$ cat config.mk
export PLATFORM = sky130hd
export DESIGN_NAME = priority_tiered_entry_selector_flat
export DESIGN_NICKNAME = d
export VERILOG_FILES = /design/src/rtl/core/pte_pkg.sv /design/src/rtl/core/pte_req_if.sv /design/src/rtl/core/pte_rsp_if.sv /design/src/rtl/core/pte_ram.sv /design/src/rtl/core/priority_tiered_entry_selector.sv /design/src/flat_wrapper.sv
export SDC_FILE = /design/constraint.sdc
export NUM_CORES = 2
export LEC_CHECK = 0
export ABC_CLOCK_PERIOD_IN_PS = 9400
export BUFFER_PORTS_ARGS = -buffer_cell sky130_fd_sc_hd__buf_2
export CORE_UTILIZATION = 35
export CTS_CLUSTER_SIZE = 10
export DETAILED_ROUTE_END_ITERATION = 7
export PLACE_DENSITY = 0.51
export SYNTH_ARGS = -nofsm -noshare
export SYNTH_HDL_FRONTEND = slang
export SYNTH_HIERARCHICAL = 1
export SYNTH_MEMORY_MAX_BITS = 65536
export SYNTH_SLANG_ARGS = --single-unit
$ cat constraint.sdc
create_clock -name clk -period 9.4 [get_ports clk]
set_clock_uncertainty 0.2 [all_clocks]
set_input_delay 0.94 -clock clk [delete_from_list [all_inputs] [get_ports clk]]
set_output_delay 0.94 -clock clk [all_outputs]
set_load 0.02 [all_outputs]
$ cat src/rtl/core/pte_pkg.sv
// Package with the shared types, constants and control store of the entry selector.
`timescale 1ns / 1ps
`default_nettype none

package pte_pkg;

    // Field widths of one item.
    localparam int ID_W   = 6;
    localparam int PRIO_W = 4;
    localparam int KEY_W  = 32;

    // Key value that never wins the ascending modes.
    localparam logic [KEY_W-1:0] KEY_ALL_ONES = {KEY_W{1'b1}};

    // Command codes.
    localparam logic CMD_WRITE  = 1'b0;
    localparam logic CMD_DECIDE = 1'b1;

    // Selection modes; the remaining code selects nothing.
    localparam logic [1:0] MODE_OLDEST   = 2'd0;
    localparam logic [1:0] MODE_NEWEST   = 2'd1;
    localparam logic [1:0] MODE_SMALLEST = 2'd2;

    // One stored table entry.
    typedef struct packed {
        logic [PRIO_W-1:0] prio;
        logic [KEY_W-1:0]  timestamp;
        logic [KEY_W-1:0]  size;
    } entry_t;

    // Program steps of the sequencer, one-hot.
    typedef enum logic [5:0] {
        STEP_CLEAR = 6'b000001,
        STEP_IDLE  = 6'b000010,
        STEP_SETUP = 6'b000100,
        STEP_SCAN  = 6'b001000,
        STEP_DRAIN = 6'b010000,
        STEP_EMIT  = 6'b100000
    } step_t;

    // Jump conditions.
    typedef enum logic [1:0] {
        COND_NEVER    = 2'd0,
        COND_CNT_MORE = 2'd1,
        COND_DECIDE   = 2'd2,
        COND_OUT_BUSY = 2'd3
    } cond_t;

    // One control word.
    typedef struct packed {
        logic  clr_wr;
        logic  accept_en;
        logic  scan_init;
        logic  rd_en;
        logic  cmp_en;
        logic  emit;
        cond_t cond;
        step_t jump_to;
        step_t next_to;
    } ctrl_t;

    // Control store: the control word for each step.
    function automatic ctrl_t ucode(step_t s);
        ctrl_t w;
        w = '0;
        w.cond    = COND_NEVER;
        w.jump_to = STEP_IDLE;
        w.next_to = STEP_IDLE;
        unique case (s)
            STEP_CLEAR:
            begin
                w.clr_wr  = 1'b1;
                w.cond    = COND_CNT_MORE;
                w.jump_to = STEP_CLEAR;
                w.next_to = STEP_IDLE;
            end
            STEP_IDLE:
            begin
                w.accept_en = 1'b1;
                w.cond      = COND_DECIDE;
                w.jump_to   = STEP_SETUP;
                w.next_to   = STEP_IDLE;
            end
            STEP_SETUP:
            begin
                w.scan_init = 1'b1;
                w.next_to   = STEP_SCAN;
            end
            STEP_SCAN:
            begin
                w.rd_en   = 1'b1;
                w.cmp_en  = 1'b1;
                w.cond    = COND_CNT_MORE;
                w.jump_to = STEP_SCAN;
                w.next_to = STEP_DRAIN;
            end
            STEP_DRAIN:
            begin
                w.cmp_en  = 1'b1;
                w.next_to = STEP_EMIT;
            end
            STEP_EMIT:
            begin
                w.emit    = 1'b1;
                w.cond    = COND_OUT_BUSY;
                w.jump_to = STEP_EMIT;
                w.next_to = STEP_IDLE;
            end
            default:
            begin
                w.next_to = STEP_IDLE;
            end
        endcase
        return w;
    endfunction

endpackage

`default_nettype wire

$ cat src/rtl/core/pte_req_if.sv
// Request channel: commands and entry fields with a valid/ready handshake.
`timescale 1ns / 1ps
`default_nettype none

interface pte_req_if;
    logic                       valid;
    logic                       ready;
    logic                       command;
    logic [pte_pkg::ID_W-1:0]   entry_id;
    logic [pte_pkg::PRIO_W-1:0] entry_priority;
    logic [pte_pkg::KEY_W-1:0]  entry_timestamp;
    logic [pte_pkg::KEY_W-1:0]  entry_size;

    modport source (
        output valid, command, entry_id, entry_priority, entry_timestamp, entry_size,
        input  ready
    );

    modport sink (
        input  valid, command, entry_id, entry_priority, entry_timestamp, entry_size,
        output ready
    );
endinterface

`default_nettype wire

$ cat src/rtl/core/pte_rsp_if.sv
// Response channel: chosen id and found flag with a valid/ready handshake.
`timescale 1ns / 1ps
`default_nettype none

interface pte_rsp_if;
    logic                     valid;
    logic                     ready;
    logic [pte_pkg::ID_W-1:0] chosen_id;
    logic                     found;

    modport source (
        output valid, chosen_id, found,
        input  ready
    );

    modport sink (
        input  valid, chosen_id, found,
        output ready
    );
endinterface

`default_nettype wire

$ cat src/rtl/core/pte_ram.sv
// Generic simple dual-port RAM with one write port and a registered read port.
`timescale 1ns / 1ps
`default_nettype none

module pte_ram #(
    parameter int WIDTH = 8,
    parameter int DEPTH = 16
) (
    input  wire logic                     clk,
    input  wire logic                     we,
    input  wire logic [$clog2(DEPTH)-1:0] waddr,
    input  wire logic [WIDTH-1:0]         wdata,
    input  wire logic                     re,
    input  wire logic [$clog2(DEPTH)-1:0] raddr,
    output logic      [WIDTH-1:0]         rdata
);

    logic [WIDTH-1:0] mem [DEPTH];
    logic [WIDTH-1:0] rdata_reg;

    // Write port.
    always_ff @(posedge clk)
    begin
        if (we)
        begin
            mem[waddr] <= wdata;
        end
    end

    // Registered read port.
    always_ff @(posedge clk)
    begin
        if (re)
        begin
            rdata_reg <= mem[raddr];
        end
    end

    assign rdata = rdata_reg;

endmodule

`default_nettype wire

$ cat src/rtl/core/priority_tiered_entry_selector.sv
// Top level of the priority-tiered entry selector with its microcoded scan sequencer.
//
//   Channel  Direction  Handshake             Payload
//   req      in         req.valid/req.ready   command, entry_id, entry_priority,
//                                             entry_timestamp, entry_size
//   rsp      out        rsp.valid/rsp.ready   chosen_id, found
//   cfg      in         cfg_wr_en             cfg_wr_data (select_mode)
//
// A write item is accepted in the idle step. A decide item runs through accept,
// setup, NUM_ENTRIES - 1 reads of the entry RAM through its single read port into
// one comparator, a drain step and the result load.
// After reset the entry RAM is cleared one entry per cycle, all NUM_ENTRIES entries,
// during which no item is accepted.
// A result waits in an output register; writes are still accepted meanwhile, and
// only the next decide stalls in its load step until that register is free.
`timescale 1ns / 1ps
`default_nettype none

module priority_tiered_entry_selector #(
    parameter int NUM_ENTRIES = 64,
    parameter int NUM_LEVELS  = 8
) (
    input  wire logic       clk,
    input  wire logic       rst_n,
    input  wire logic       cfg_wr_en,
    input  wire logic [1:0] cfg_wr_data,
    pte_req_if.sink         req,
    pte_rsp_if.source       rsp
);

    localparam int AW = $clog2(NUM_ENTRIES);
    localparam int CW = $clog2(NUM_ENTRIES + 1);
    localparam logic [CW-1:0] LAST_CNT = CW'(NUM_ENTRIES - 1);
    localparam logic [pte_pkg::PRIO_W-1:0] MAX_LEVEL = pte_pkg::PRIO_W'(NUM_LEVELS);
    localparam int EW = $bits(pte_pkg::entry_t);

    // Sequencer and datapath registers.
    pte_pkg::step_t              step_reg, step_next;
    logic [CW-1:0]               cnt_reg, cnt_next;
    logic [1:0]                  mode_reg, mode_next;
    logic                        rd_pend_reg, rd_pend_next;
    logic [AW-1:0]               rd_id_reg, rd_id_next;
    logic                        best_found_reg, best_found_next;
    logic [pte_pkg::PRIO_W-1:0]  best_lvl_reg, best_lvl_next;
    logic [pte_pkg::KEY_W-1:0]   best_key_reg, best_key_next;
    logic [AW-1:0]               best_id_reg, best_id_next;
    logic                        out_valid_reg, out_valid_next;
    logic [pte_pkg::ID_W-1:0]    out_id_reg, out_id_next;
    logic                        out_found_reg, out_found_next;

    pte_pkg::ctrl_t              ctrl;
    pte_pkg::entry_t             ent;
    pte_pkg::entry_t             wr_ent;
    logic                        req_fire;
    logic                        cnt_more;
    logic                        out_busy;
    logic                        cond_true;
    logic                        id_in_range;
    logic                        ram_we;
    logic [AW-1:0]               ram_waddr;
    logic [EW-1:0]               ram_wdata;
    logic [EW-1:0]               ram_rdata;
    logic                        cmp_fire;
    logic [pte_pkg::KEY_W-1:0]   key;
    logic                        newest;
    logic                        mode_ok;
    logic                        lvl_ok;
    logic                        key_ok;
    logic                        key_better;
    logic                        take;

    // Control word of the current step.
    assign ctrl = pte_pkg::ucode(step_reg);

    // Handshakes and status.
    assign req.ready = ctrl.accept_en;
    assign req_fire  = req.valid && req.ready;
    assign cnt_more  = cnt_reg != LAST_CNT;
    assign out_busy  = out_valid_reg && !rsp.ready;

    // Jump condition select.
    always_comb
    begin
        unique case (ctrl.cond)
            pte_pkg::COND_NEVER:    cond_true = 1'b0;
            pte_pkg::COND_CNT_MORE: cond_true = cnt_more;
            pte_pkg::COND_DECIDE:   cond_true = req_fire && (req.command == pte_pkg::CMD_DECIDE);
            pte_pkg::COND_OUT_BUSY: cond_true = out_busy;
        endcase
    end

    assign step_next = cond_true ? ctrl.jump_to : ctrl.next_to;

    // Entry RAM write port: clearing pass or an accepted write item.
    assign id_in_range = 32'(req.entry_id) < 32'(NUM_ENTRIES);
    assign wr_ent.prio      = req.entry_priority;
    assign wr_ent.timestamp = req.entry_timestamp;
    assign wr_ent.size      = req.entry_size;
    assign ram_we    = ctrl.clr_wr
                       || (req_fire && (req.command == pte_pkg::CMD_WRITE) && id_in_range);
    assign ram_waddr = ctrl.clr_wr ? cnt_reg[AW-1:0] : AW'(req.entry_id);
    assign ram_wdata = ctrl.clr_wr ? '0 : EW'(wr_ent);

    pte_ram #(
        .WIDTH (EW),
        .DEPTH (NUM_ENTRIES)
    ) u_entry_ram (
        .clk   (clk),
        .we    (ram_we),
        .waddr (ram_waddr),
        .wdata (ram_wdata),
        .re    (ctrl.rd_en),
        .raddr (cnt_reg[AW-1:0]),
        .rdata (ram_rdata)
    );

    // Comparator: does the entry just read beat the best one so far?
    always_comb
    begin
        ent        = pte_pkg::entry_t'(ram_rdata);
        cmp_fire   = ctrl.cmp_en && rd_pend_reg;
        newest     = mode_reg == pte_pkg::MODE_NEWEST;
        mode_ok    = (mode_reg == pte_pkg::MODE_OLDEST) || newest
                     || (mode_reg == pte_pkg::MODE_SMALLEST);
        key        = (mode_reg == pte_pkg::MODE_SMALLEST) ? ent.size : ent.timestamp;
        lvl_ok     = (ent.prio != '0) && (ent.prio <= MAX_LEVEL);
        key_ok     = (key != '0) && (newest || (key != pte_pkg::KEY_ALL_ONES));
        key_better = newest ? (key > best_key_reg) : (key < best_key_reg);
        take       = cmp_fire && mode_ok && lvl_ok && key_ok
                     && (!best_found_reg || (ent.prio < best_lvl_reg)
                         || ((ent.prio == best_lvl_reg) && key_better));
    end

    // Next values of counter, best entry and output register.
    always_comb
    begin
        mode_next       = cfg_wr_en ? cfg_wr_data : mode_reg;
        rd_pend_next    = ctrl.rd_en;
        rd_id_next      = ctrl.rd_en ? cnt_reg[AW-1:0] : rd_id_reg;

        cnt_next = cnt_reg;
        if (ctrl.scan_init)
        begin
            cnt_next = CW'(1);
        end
        else if (ctrl.clr_wr || ctrl.rd_en)
        begin
            cnt_next = cnt_reg + CW'(1);
        end

        best_found_next = best_found_reg;
        best_lvl_next   = best_lvl_reg;
        best_key_next   = best_key_reg;
        best_id_next    = best_id_reg;
        if (ctrl.scan_init)
        begin
            best_found_next = 1'b0;
        end
        else if (take)
        begin
            best_found_next = 1'b1;
            best_lvl_next   = ent.prio;
            best_key_next   = key;
            best_id_next    = rd_id_reg;
        end

        out_valid_next = out_valid_reg && !rsp.ready;
        out_id_next    = out_id_reg;
        out_found_next = out_found_reg;
        if (ctrl.emit && !out_busy)
        begin
            out_valid_next = 1'b1;
            out_found_next = best_found_reg;
            out_id_next    = best_found_reg ? pte_pkg::ID_W'(best_id_reg) : '0;
        end
    end

    // Control registers.
    always_ff @(posedge clk or negedge rst_n)
    begin
        if (!rst_n)
        begin
            step_reg       <= pte_pkg::STEP_CLEAR;
            cnt_reg        <= '0;
            mode_reg       <= pte_pkg::MODE_OLDEST;
            rd_pend_reg    <= 1'b0;
            best_found_reg <= 1'b0;
            out_valid_reg  <= 1'b0;
        end
        else
        begin
            step_reg       <= step_next;
            cnt_reg        <= cnt_next;
            mode_reg       <= mode_next;
            rd_pend_reg    <= rd_pend_next;
            best_found_reg <= best_found_next;
            out_valid_reg  <= out_valid_next;
        end
    end

    // Payload registers.
    always_ff @(posedge clk)
    begin
        rd_id_reg     <= rd_id_next;
        best_lvl_reg  <= best_lvl_next;
        best_key_reg  <= best_key_next;
        best_id_reg   <= best_id_next;
        out_id_reg    <= out_id_next;
        out_found_reg <= out_found_next;
    end

    assign rsp.valid     = out_valid_reg;
    assign rsp.chosen_id = out_id_reg;
    assign rsp.found     = out_found_reg;

`ifndef NO_ASSERTIONS
    // A result without a find carries id 0, and a find never carries id 0.
    a_found_id: assert property (@(posedge clk) disable iff (!rst_n)
        rsp.valid |-> (rsp.found == (rsp.chosen_id != '0)))
        else $error("found flag and chosen id disagree");

    // A kept best entry always lies on a scanned level.
    a_best_level: assert property (@(posedge clk) disable iff (!rst_n)
        best_found_reg |-> ((best_lvl_reg != '0) && (best_lvl_reg <= MAX_LEVEL)))
        else $error("best entry on a level that is never scanned");

    // The drain step only follows the last scan read.
    a_drain_after_scan: assert property (@(posedge clk) disable iff (!rst_n)
        (step_reg == pte_pkg::STEP_DRAIN) |-> ($past(step_reg) == pte_pkg::STEP_SCAN
                                               && $past(cnt_reg) == LAST_CNT))
        else $error("drain step entered before the scan finished");
`endif

endmodule

`default_nettype wire

$ cat src/flat_wrapper.sv
// flat-port wrapper written by rule: the top's interface ports become plain ports
module priority_tiered_entry_selector_flat 
#(
    parameter int NUM_ENTRIES = 64,
    parameter int NUM_LEVELS  = 8
)
  (clk, rst_n, cfg_wr_en, cfg_wr_data, req_valid, req_command, req_entry_id, req_entry_priority, req_entry_timestamp, req_entry_size, req_ready, rsp_valid, rsp_chosen_id, rsp_found, rsp_ready);
  pte_req_if req_i ();
  pte_rsp_if rsp_i ();
  input  wire logic clk;
  input  wire logic rst_n;
  input  wire logic cfg_wr_en;
  input  wire logic [1:0] cfg_wr_data;
  input wire logic [$bits(req_i.valid)-1:0] req_valid;
  input wire logic [$bits(req_i.command)-1:0] req_command;
  input wire logic [$bits(req_i.entry_id)-1:0] req_entry_id;
  input wire logic [$bits(req_i.entry_priority)-1:0] req_entry_priority;
  input wire logic [$bits(req_i.entry_timestamp)-1:0] req_entry_timestamp;
  input wire logic [$bits(req_i.entry_size)-1:0] req_entry_size;
  output wire logic [$bits(req_i.ready)-1:0] req_ready;
  output wire logic [$bits(rsp_i.valid)-1:0] rsp_valid;
  output wire logic [$bits(rsp_i.chosen_id)-1:0] rsp_chosen_id;
  output wire logic [$bits(rsp_i.found)-1:0] rsp_found;
  input wire logic [$bits(rsp_i.ready)-1:0] rsp_ready;
  assign req_i.valid = req_valid;
  assign req_i.command = req_command;
  assign req_i.entry_id = req_entry_id;
  assign req_i.entry_priority = req_entry_priority;
  assign req_i.entry_timestamp = req_entry_timestamp;
  assign req_i.entry_size = req_entry_size;
  assign req_ready = req_i.ready;
  assign rsp_valid = rsp_i.valid;
  assign rsp_chosen_id = rsp_i.chosen_id;
  assign rsp_found = rsp_i.found;
  assign rsp_i.ready = rsp_ready;
  priority_tiered_entry_selector #(.NUM_ENTRIES(NUM_ENTRIES), .NUM_LEVELS(NUM_LEVELS)) u_core (.clk(clk), .rst_n(rst_n), .cfg_wr_en(cfg_wr_en), .cfg_wr_data(cfg_wr_data), .req(req_i), .rsp(rsp_i));
endmodule
After elaboration in Yosys (flattened, before gate mapping)
Memory sizes are Yosys's and may differ from the RTL's. A register that Yosys moved wholly into a read port is not among the register bits.
Cells that the tools add are included.
{"block": "word_totals", "reg_bits": 73, "mem_bits_rw": 4352, "out_inout_bits": 9, "wordCells": 86, "n_memories": 1}
{"name": "u_core.u_entry_ram.mem", "words": 64, "width": 68, "read_ports": 1, "rd_ports_with_merged_regs": 1, "wr": 1, "line_no": "pte_ram.sv:18", "text": "logic [WIDTH-1:0] mem [DEPTH];"}
{"block": "classes", "n_addsub": 1, "n_lt_le_gt_ge": 4, "n_eq_ne": 14, "muxes": 21, "bitwise": 2, "reduce_logical": 31}
{"op": "68-bit two-way mux", "n": 1}
{"op": "32-bit > comparator", "n": 1}
{"op": "32-bit less-than comparator", "n": 1}
{"op": "32-bit two-way mux", "n": 1}
{"op": "32-bit != test, second input constant", "n": 1}
{"op": "8-bit one-hot mux with 4 select lines", "n": 1}
{"op": "32-bit nonzero test", "n": 1}
{"op": "6-bit one-hot mux with 3 select lines", "n": 1}
{"op": "7-bit two-way mux", "n": 2}
{"op": "1-bit logical AND", "n": 13}
{"op": "1-bit two-way mux", "n": 12}
{"op": "6-bit two-way mux", "n": 2}
{"op": "7-bit by 1-bit adder with 7-bit output, second input constant", "n": 1}
{"op": "1-bit logical OR", "n": 7}
{"op": "7-bit by 6-bit != test with 1-bit output, second input constant", "n": 1}
{"op": "2-bit equality test, second input constant", "n": 3}
{"op": "6-bit by 1-bit equality test with 1-bit output, second input constant", "n": 1}
{"op": "6-bit by 2-bit equality test with 1-bit output, second input constant", "n": 1}
{"op": "6-bit by 3-bit equality test with 1-bit output, second input constant", "n": 1}
{"op": "6-bit by 4-bit equality test with 1-bit output, second input constant", "n": 1}
{"op": "6-bit by 5-bit equality test with 1-bit output, second input constant", "n": 1}
{"op": "6-bit equality test, second input constant", "n": 1}
{"op": "2-bit by 1-bit equality test with 1-bit output, second input constant", "n": 2}
{"op": "4-bit equality test", "n": 1}
{"op": "10 further kinds", "n": 15}

Longest topological paths before layout
{"block": "depth", "word_depth": 10, "mapped_depth": 14, "depth_no_buf": 10}

Cells and area by module
Netlist, hierarchy kept.
{"mod": "pte_ram", "instances": 1, "cells_each": 7077, "area_each_um2": 166195.6}
{"mod": "priority_tiered_entry_selector", "instances": 1, "cells_each": 501, "area_each_um2": 4808.4}

Worst setup path before layout
Ideal clock, no wire load.
{"block": "synth_path", "kind": "register to register", "startpoint": "register u_core.step_reg[3]", "endpoint": "memory u_core/u_entry_ram/mem[48][0] (netlist bit), enable pin", "arrival_time_ps": 7110, "setup_slack_ps": 1512, "stages_incl_launch_ff": 8, "synth_period_minus_slack_ps": 7888, "cell_sequence": "dfrtp_1 -> nor3_1 -> nor4bb_1 -> nand2_1 -> o21ai_0 -> nor2b_1 -> nand4b_1 -> nor3_1"}
{"block": "synth_via", "elab_chain_len": 7}
{"element": "start: declaration", "line_no": "priority_tiered_entry_selector.sv:38", "text": "pte_pkg::step_t step_reg, step_next;"}
{"element": "start signal: assignment", "line_no": "priority_tiered_entry_selector.sv:183", "text": "step_reg <= pte_pkg::STEP_CLEAR;"}
{"element": "start signal: assignment", "line_no": "priority_tiered_entry_selector.sv:192", "text": "step_reg <= step_next;"}
{"element": "6-bit by 2-bit equality test with 1-bit output", "line_no": "pte_pkg.sv:69", "text": "unique case (s)"}
{"element": "1-bit two-way mux", "line_no": "pte_pkg.sv:69"}
{"element": "net req_ready", "line_no": "flat_wrapper.sv:20", "text": "output wire logic [$bits(req_i.ready)-1:0] req_ready;"}
{"element": "1-bit logical AND", "line_no": "priority_tiered_entry_selector.sv:77", "text": "assign req_fire = req.valid && req.ready;"}
{"element": "1-bit logical AND", "line_no": "priority_tiered_entry_selector.sv:100", "text": "|| (req_fire && (req.command == pte_pkg::CMD_WRITE) && id_in_range);"}
{"element": "1-bit logical OR", "line_no": "priority_tiered_entry_selector.sv:100"}
{"element": "net u_core.ram_we", "line_no": "priority_tiered_entry_selector.sv:59", "text": "logic ram_we;"}
{"element": "1-bit two-way mux", "line_no": "pte_ram.sv:24", "text": "if (we)"}
{"element": "1-bit two-way mux (implied by the code)", "line_no": "pte_ram.sv:26", "text": "mem[waddr] <= wdata;"}
{"element": "end: declaration", "line_no": "pte_ram.sv:18"}
The timed path passes the listed nets, and every way through them passes these cells.

Final worst setup path
{"block": "layout_path", "startpoint": "register u_core.step_reg[3]", "endpoint": "memory u_core/u_entry_ram/mem[61][31] (netlist bit), enable pin"}
{"block": "layout_via", "elab_chain_len": 7}
{"element": "6-bit by 2-bit equality test with 1-bit output", "line_no": "pte_pkg.sv:69"}
{"element": "1-bit two-way mux", "line_no": "pte_pkg.sv:69"}
{"element": "1-bit logical AND", "line_no": "priority_tiered_entry_selector.sv:77"}
{"element": "1-bit logical AND", "line_no": "priority_tiered_entry_selector.sv:100"}
{"element": "1-bit logical OR (*)", "line_no": "priority_tiered_entry_selector.sv:100"}
{"element": "net u_core.ram_we", "line_no": "priority_tiered_entry_selector.sv:59"}
{"element": "1-bit two-way mux (*)", "line_no": "pte_ram.sv:24"}
{"element": "1-bit two-way mux (implied by the code) (*)", "line_no": "pte_ram.sv:26"}
The timed path passes the listed nets; every way through them passes the cells marked *.

==> impl_metrics.tcl <==
set metrics [dict create \
    insertion_delay_ns 1.06 \
    power.leakage_nw 59.4 \
    dp.cells 14000 \
    largest_register_ffs 4352 \
    internal_power_mw 35.8 \
    startpoint_type "register" \
    swShare 0.245 \
    place_hpwl_mm 285 \
    hold_viol 0 \
    area_delta_synth_final_pct 14.1 \
    status "finished clean" \
    pwr-share-seq 0.468 \
    critPathKind "reg -> reg" \
    irDropWorstVdd_uv 226 \
    grt_use_total 0.205 \
    min_to "u_core/step_reg[2]" \
    coreArea_sq_um 486000 \
    port_buffers 90 \
    finish.instance_area_sq_um 195000 \
    relSlewSlack 0.0317 \
    combPwrFrac 0.151 \
    fmax_mhz 173 \
    reg2reg_to "u_core/u_entry_ram/mem[61][31]" \
    yosys_warnings 6 \
    dr.pass1.iters 8 \
    num-nets-final 8155 \
    cts_tree "built" \
    p_sw_mw 11.6 \
    crit_chain "nor3_1 -> nor4bb_1 -> nand2_1 -> o21ai_0 -> nand3_1 -> nor2_4 -> buf_4 -> buf_4" \
    detail_route.wl_per_cell_um 34.9 \
    holdCritStartpoint "req_command" \
    synth.avg_cell_area_sq_um 22.6 \
    ant_nets 0 \
    synthTopCellsByArea "edfxtp_1 79%, mux4_2 14%, o22ai_1 1.4%" \
    final_cell_count_no_fill 14600 \
    ctsHtreeMaxLevel 6 \
    cts_sinks 4493 \
    cts_buffers 527 \
    crit_family "simple AND/OR/NAND/NOR gates" \
    place_congestion 0.816 \
    final-setup-viol-count 0 \
    path_buf_inv 2 \
    clkPwrFrac 0.381 \
    seq_area_frac_synth 0.788 \
    cts_root_buf "clkbuf_16" \
    period_share 0.615 \
    grt_pass1_vias 85300 \
    grt_pass1_wl_mm 705 \
    wl_mm 511 \
    maxSlewViolCount 0 \
    rr_startpoint "u_core/step_reg[3]" \
    hp-class "in -> reg" \
    num-fill-cells 42700 \
    max-clock-path-buffers 4 \
    mostFrequentLayoutCells "4475 x edfxtp_1, 1031 x mux4_2, 534 x clkbuf_16" \
    crit_fanout 30 \
    ys_async_sr_fraction 0.00401 \
    die_h_um 701 \
    grt-ovfl-total 0 \
    crit_arrival_ns 6.22 \
    cpPeakStageDelay_ns 0.81 \
    place_area_sq_um 180000 \
    hold_buffers 6 \
    setup_tns_ns 0 \
    ys_seq_elements 4493 \
    syn-cell-area_sq_um 171000 \
    drtIter0Drc 11000 \
    layout_commonest_cell "edfxtp_1" \
    synth_ff_type "edfxtp_1" \
    netlist_instances 7578 \
    tightest_slew_ns 1.44 \
    worstPathRequired_ns 9.84 \
    drc 0 \
    total_power_mw 47.4 \
    yosys.area.top_type_share 0.786 \
    multiInputGateArea_sq_um 34500 \
    synth_edf_count 4475 \
    drive_above_1_share 0.268 \
    crit_top_cell "buf_4" \
    synth_fp_nets 7697 \
    critical_path.slowest_cell "nor2_4" \
    antenna_found_initial 43 \
    timing.final.crit_period_ns 5.78 \
    die_x_um 701 \
    hold_path_depth 3 \
    cts_resized 0 \
    worst_hold_slack_ns 0.141 \
    ys_types 63 \
    ff2ff_path_depth 8 \
    cap_violations 0 \
    end_kind "register" \
    start_util 0.352 \
    post_cts_buffers 0 \
    grt_max_degree 120 \
    rows 256 \
    regArea_sq_um 135000 \
    ff2ff_setup_slack_ns 3.62 \
    p_per_area_nw_per_um2 243 \
    ioPinCount 91 \
    yosys.area.top_type "edfxtp_1" \
    dieArea_sq_um 491000 \
    rsz0062_at_grt "false" \
    vias 84000 \
    vias_per_cell 5.74 \
    cts.clk_slew.worst_paths_ns 0.06 \
]
==> worst max path at each step <==
stage | start | to | slack (ns) | depth (start not counted)
2_1_floorplan | u_core/step_reg[3] | u_core/u_entry_ram/mem[48][0] | 1.51 | 7
3_3_place_gp | u_core/step_reg[3] | u_core/u_entry_ram/mem[61][47] | 3.47 | 8
3_5_place_dp | u_core/step_reg[3] | u_core/u_entry_ram/mem[61][47] | 3.76 | 8
4_1_cts | u_core/step_reg[3] | u_core/u_entry_ram/mem[61][49] | 3.69 | 8
5_1_grt | u_core/step_reg[3] | u_core/u_entry_ram/mem[61][49] | 3.35 | 8
6_report | u_core/step_reg[3] | u_core/u_entry_ram/mem[61][31] | 3.62 | 8
==> layout make-up <==
type / count / area share
Clock buffer: 586 / 0.0695
Timing Repair Buffer: 360 / 0.0147
Inverter: 41 / 0.000808
Antenna cell: 32 / 0.000410
Multi-Input combinational cell: 2613 / 0.177
Clock inverter: 66 / 0.00523
Tap cell: 6450 / 0.0414
Sequential cell: 4493 / 0.691
==> cells by family (layout without fill, tap and decap cells) <==
kind of cell / count (synthesis) / in the layout / synth area share
XOR/XNOR: 8 / 8 / 0.000410
other: 0 / 32 / 0
multiplexers: 1182 / 1182 / 0.145
flip-flops: 4493 / 4493 / 0.788
adder cells (fa/ha/maj): 37 / 37 / 0.00271
AND/OR/NAND/NOR: 669 / 669 / 0.0205
AO/OA/AOI/OAI: 717 / 717 / 0.0288
buffers and inverters: 472 / 1053 / 0.0144
==> synth_stat cells (all sizes together), types with 2 or more instances <==
cell type and number:
mux4 1031, mux2 18, nor2 104, o211a 13, xor2 3, nor2b 87, buf 233, mux2i 133
inv 41, nor3 114, dfrtp 17, a211oi 109, xnor2 5, a21oi 34, edfxtp 4475, nand2b 14
o22a 56, nand4 18, a22oi 60, o22ai 370, o221ai 23, a221oi 2, or4b 2, or3 2
nand2 113, nor4 68, nand3b 3, o211ai 2, and3 7, and2 77, or4 3, a21o 2
a31o 2, nand4b 2, or2 5, a31oi 12, o21a 3, clkbuf 198, ha 37, o21ai 26
nand3 45
==> power by group through the flow <==
stage               Clock, mW  Sequential (mW)  Combinational [mW]
finish                   18.1             22.2                7.15
detailed placement          0             22.6                7.28
floorplan                   0             22.6                5.56
CTS                      18.4             22.2                7.30
global placement            0             22.6                7.25
global route             19.2             22.2                7.62
==> metrics by stage <==
stage          utilization  worst slack [ns]
2_1_floorplan            -              1.51
3_3_place_gp         0.371              3.47
3_5_place_dp         0.371              3.76
4_1_cts              0.401              3.69
5_1_grt              0.401              3.35
6_report             0.401              3.62
==> worst register-to-register path, delay by kind of cell (launching register included) <==
kind	cells	cell delay, ns
buffers and inverters	2	1.22
AND/OR/NAND/NOR	5	2.87
AO/OA/AOI/OAI	1	0.60
flip-flops	1	0.43
==> per-layer routing <==
metal,track usage,vias up,part of all wire
li1,-,33200,-
met4,0.0663,8,0.034
met5,0,-,0.000090
met2,0.334,3528,0.48
met3,0.0327,700,0.072
met1,0.282,46600,0.41
Note: power is estimated with default switching activity, not from simulation.
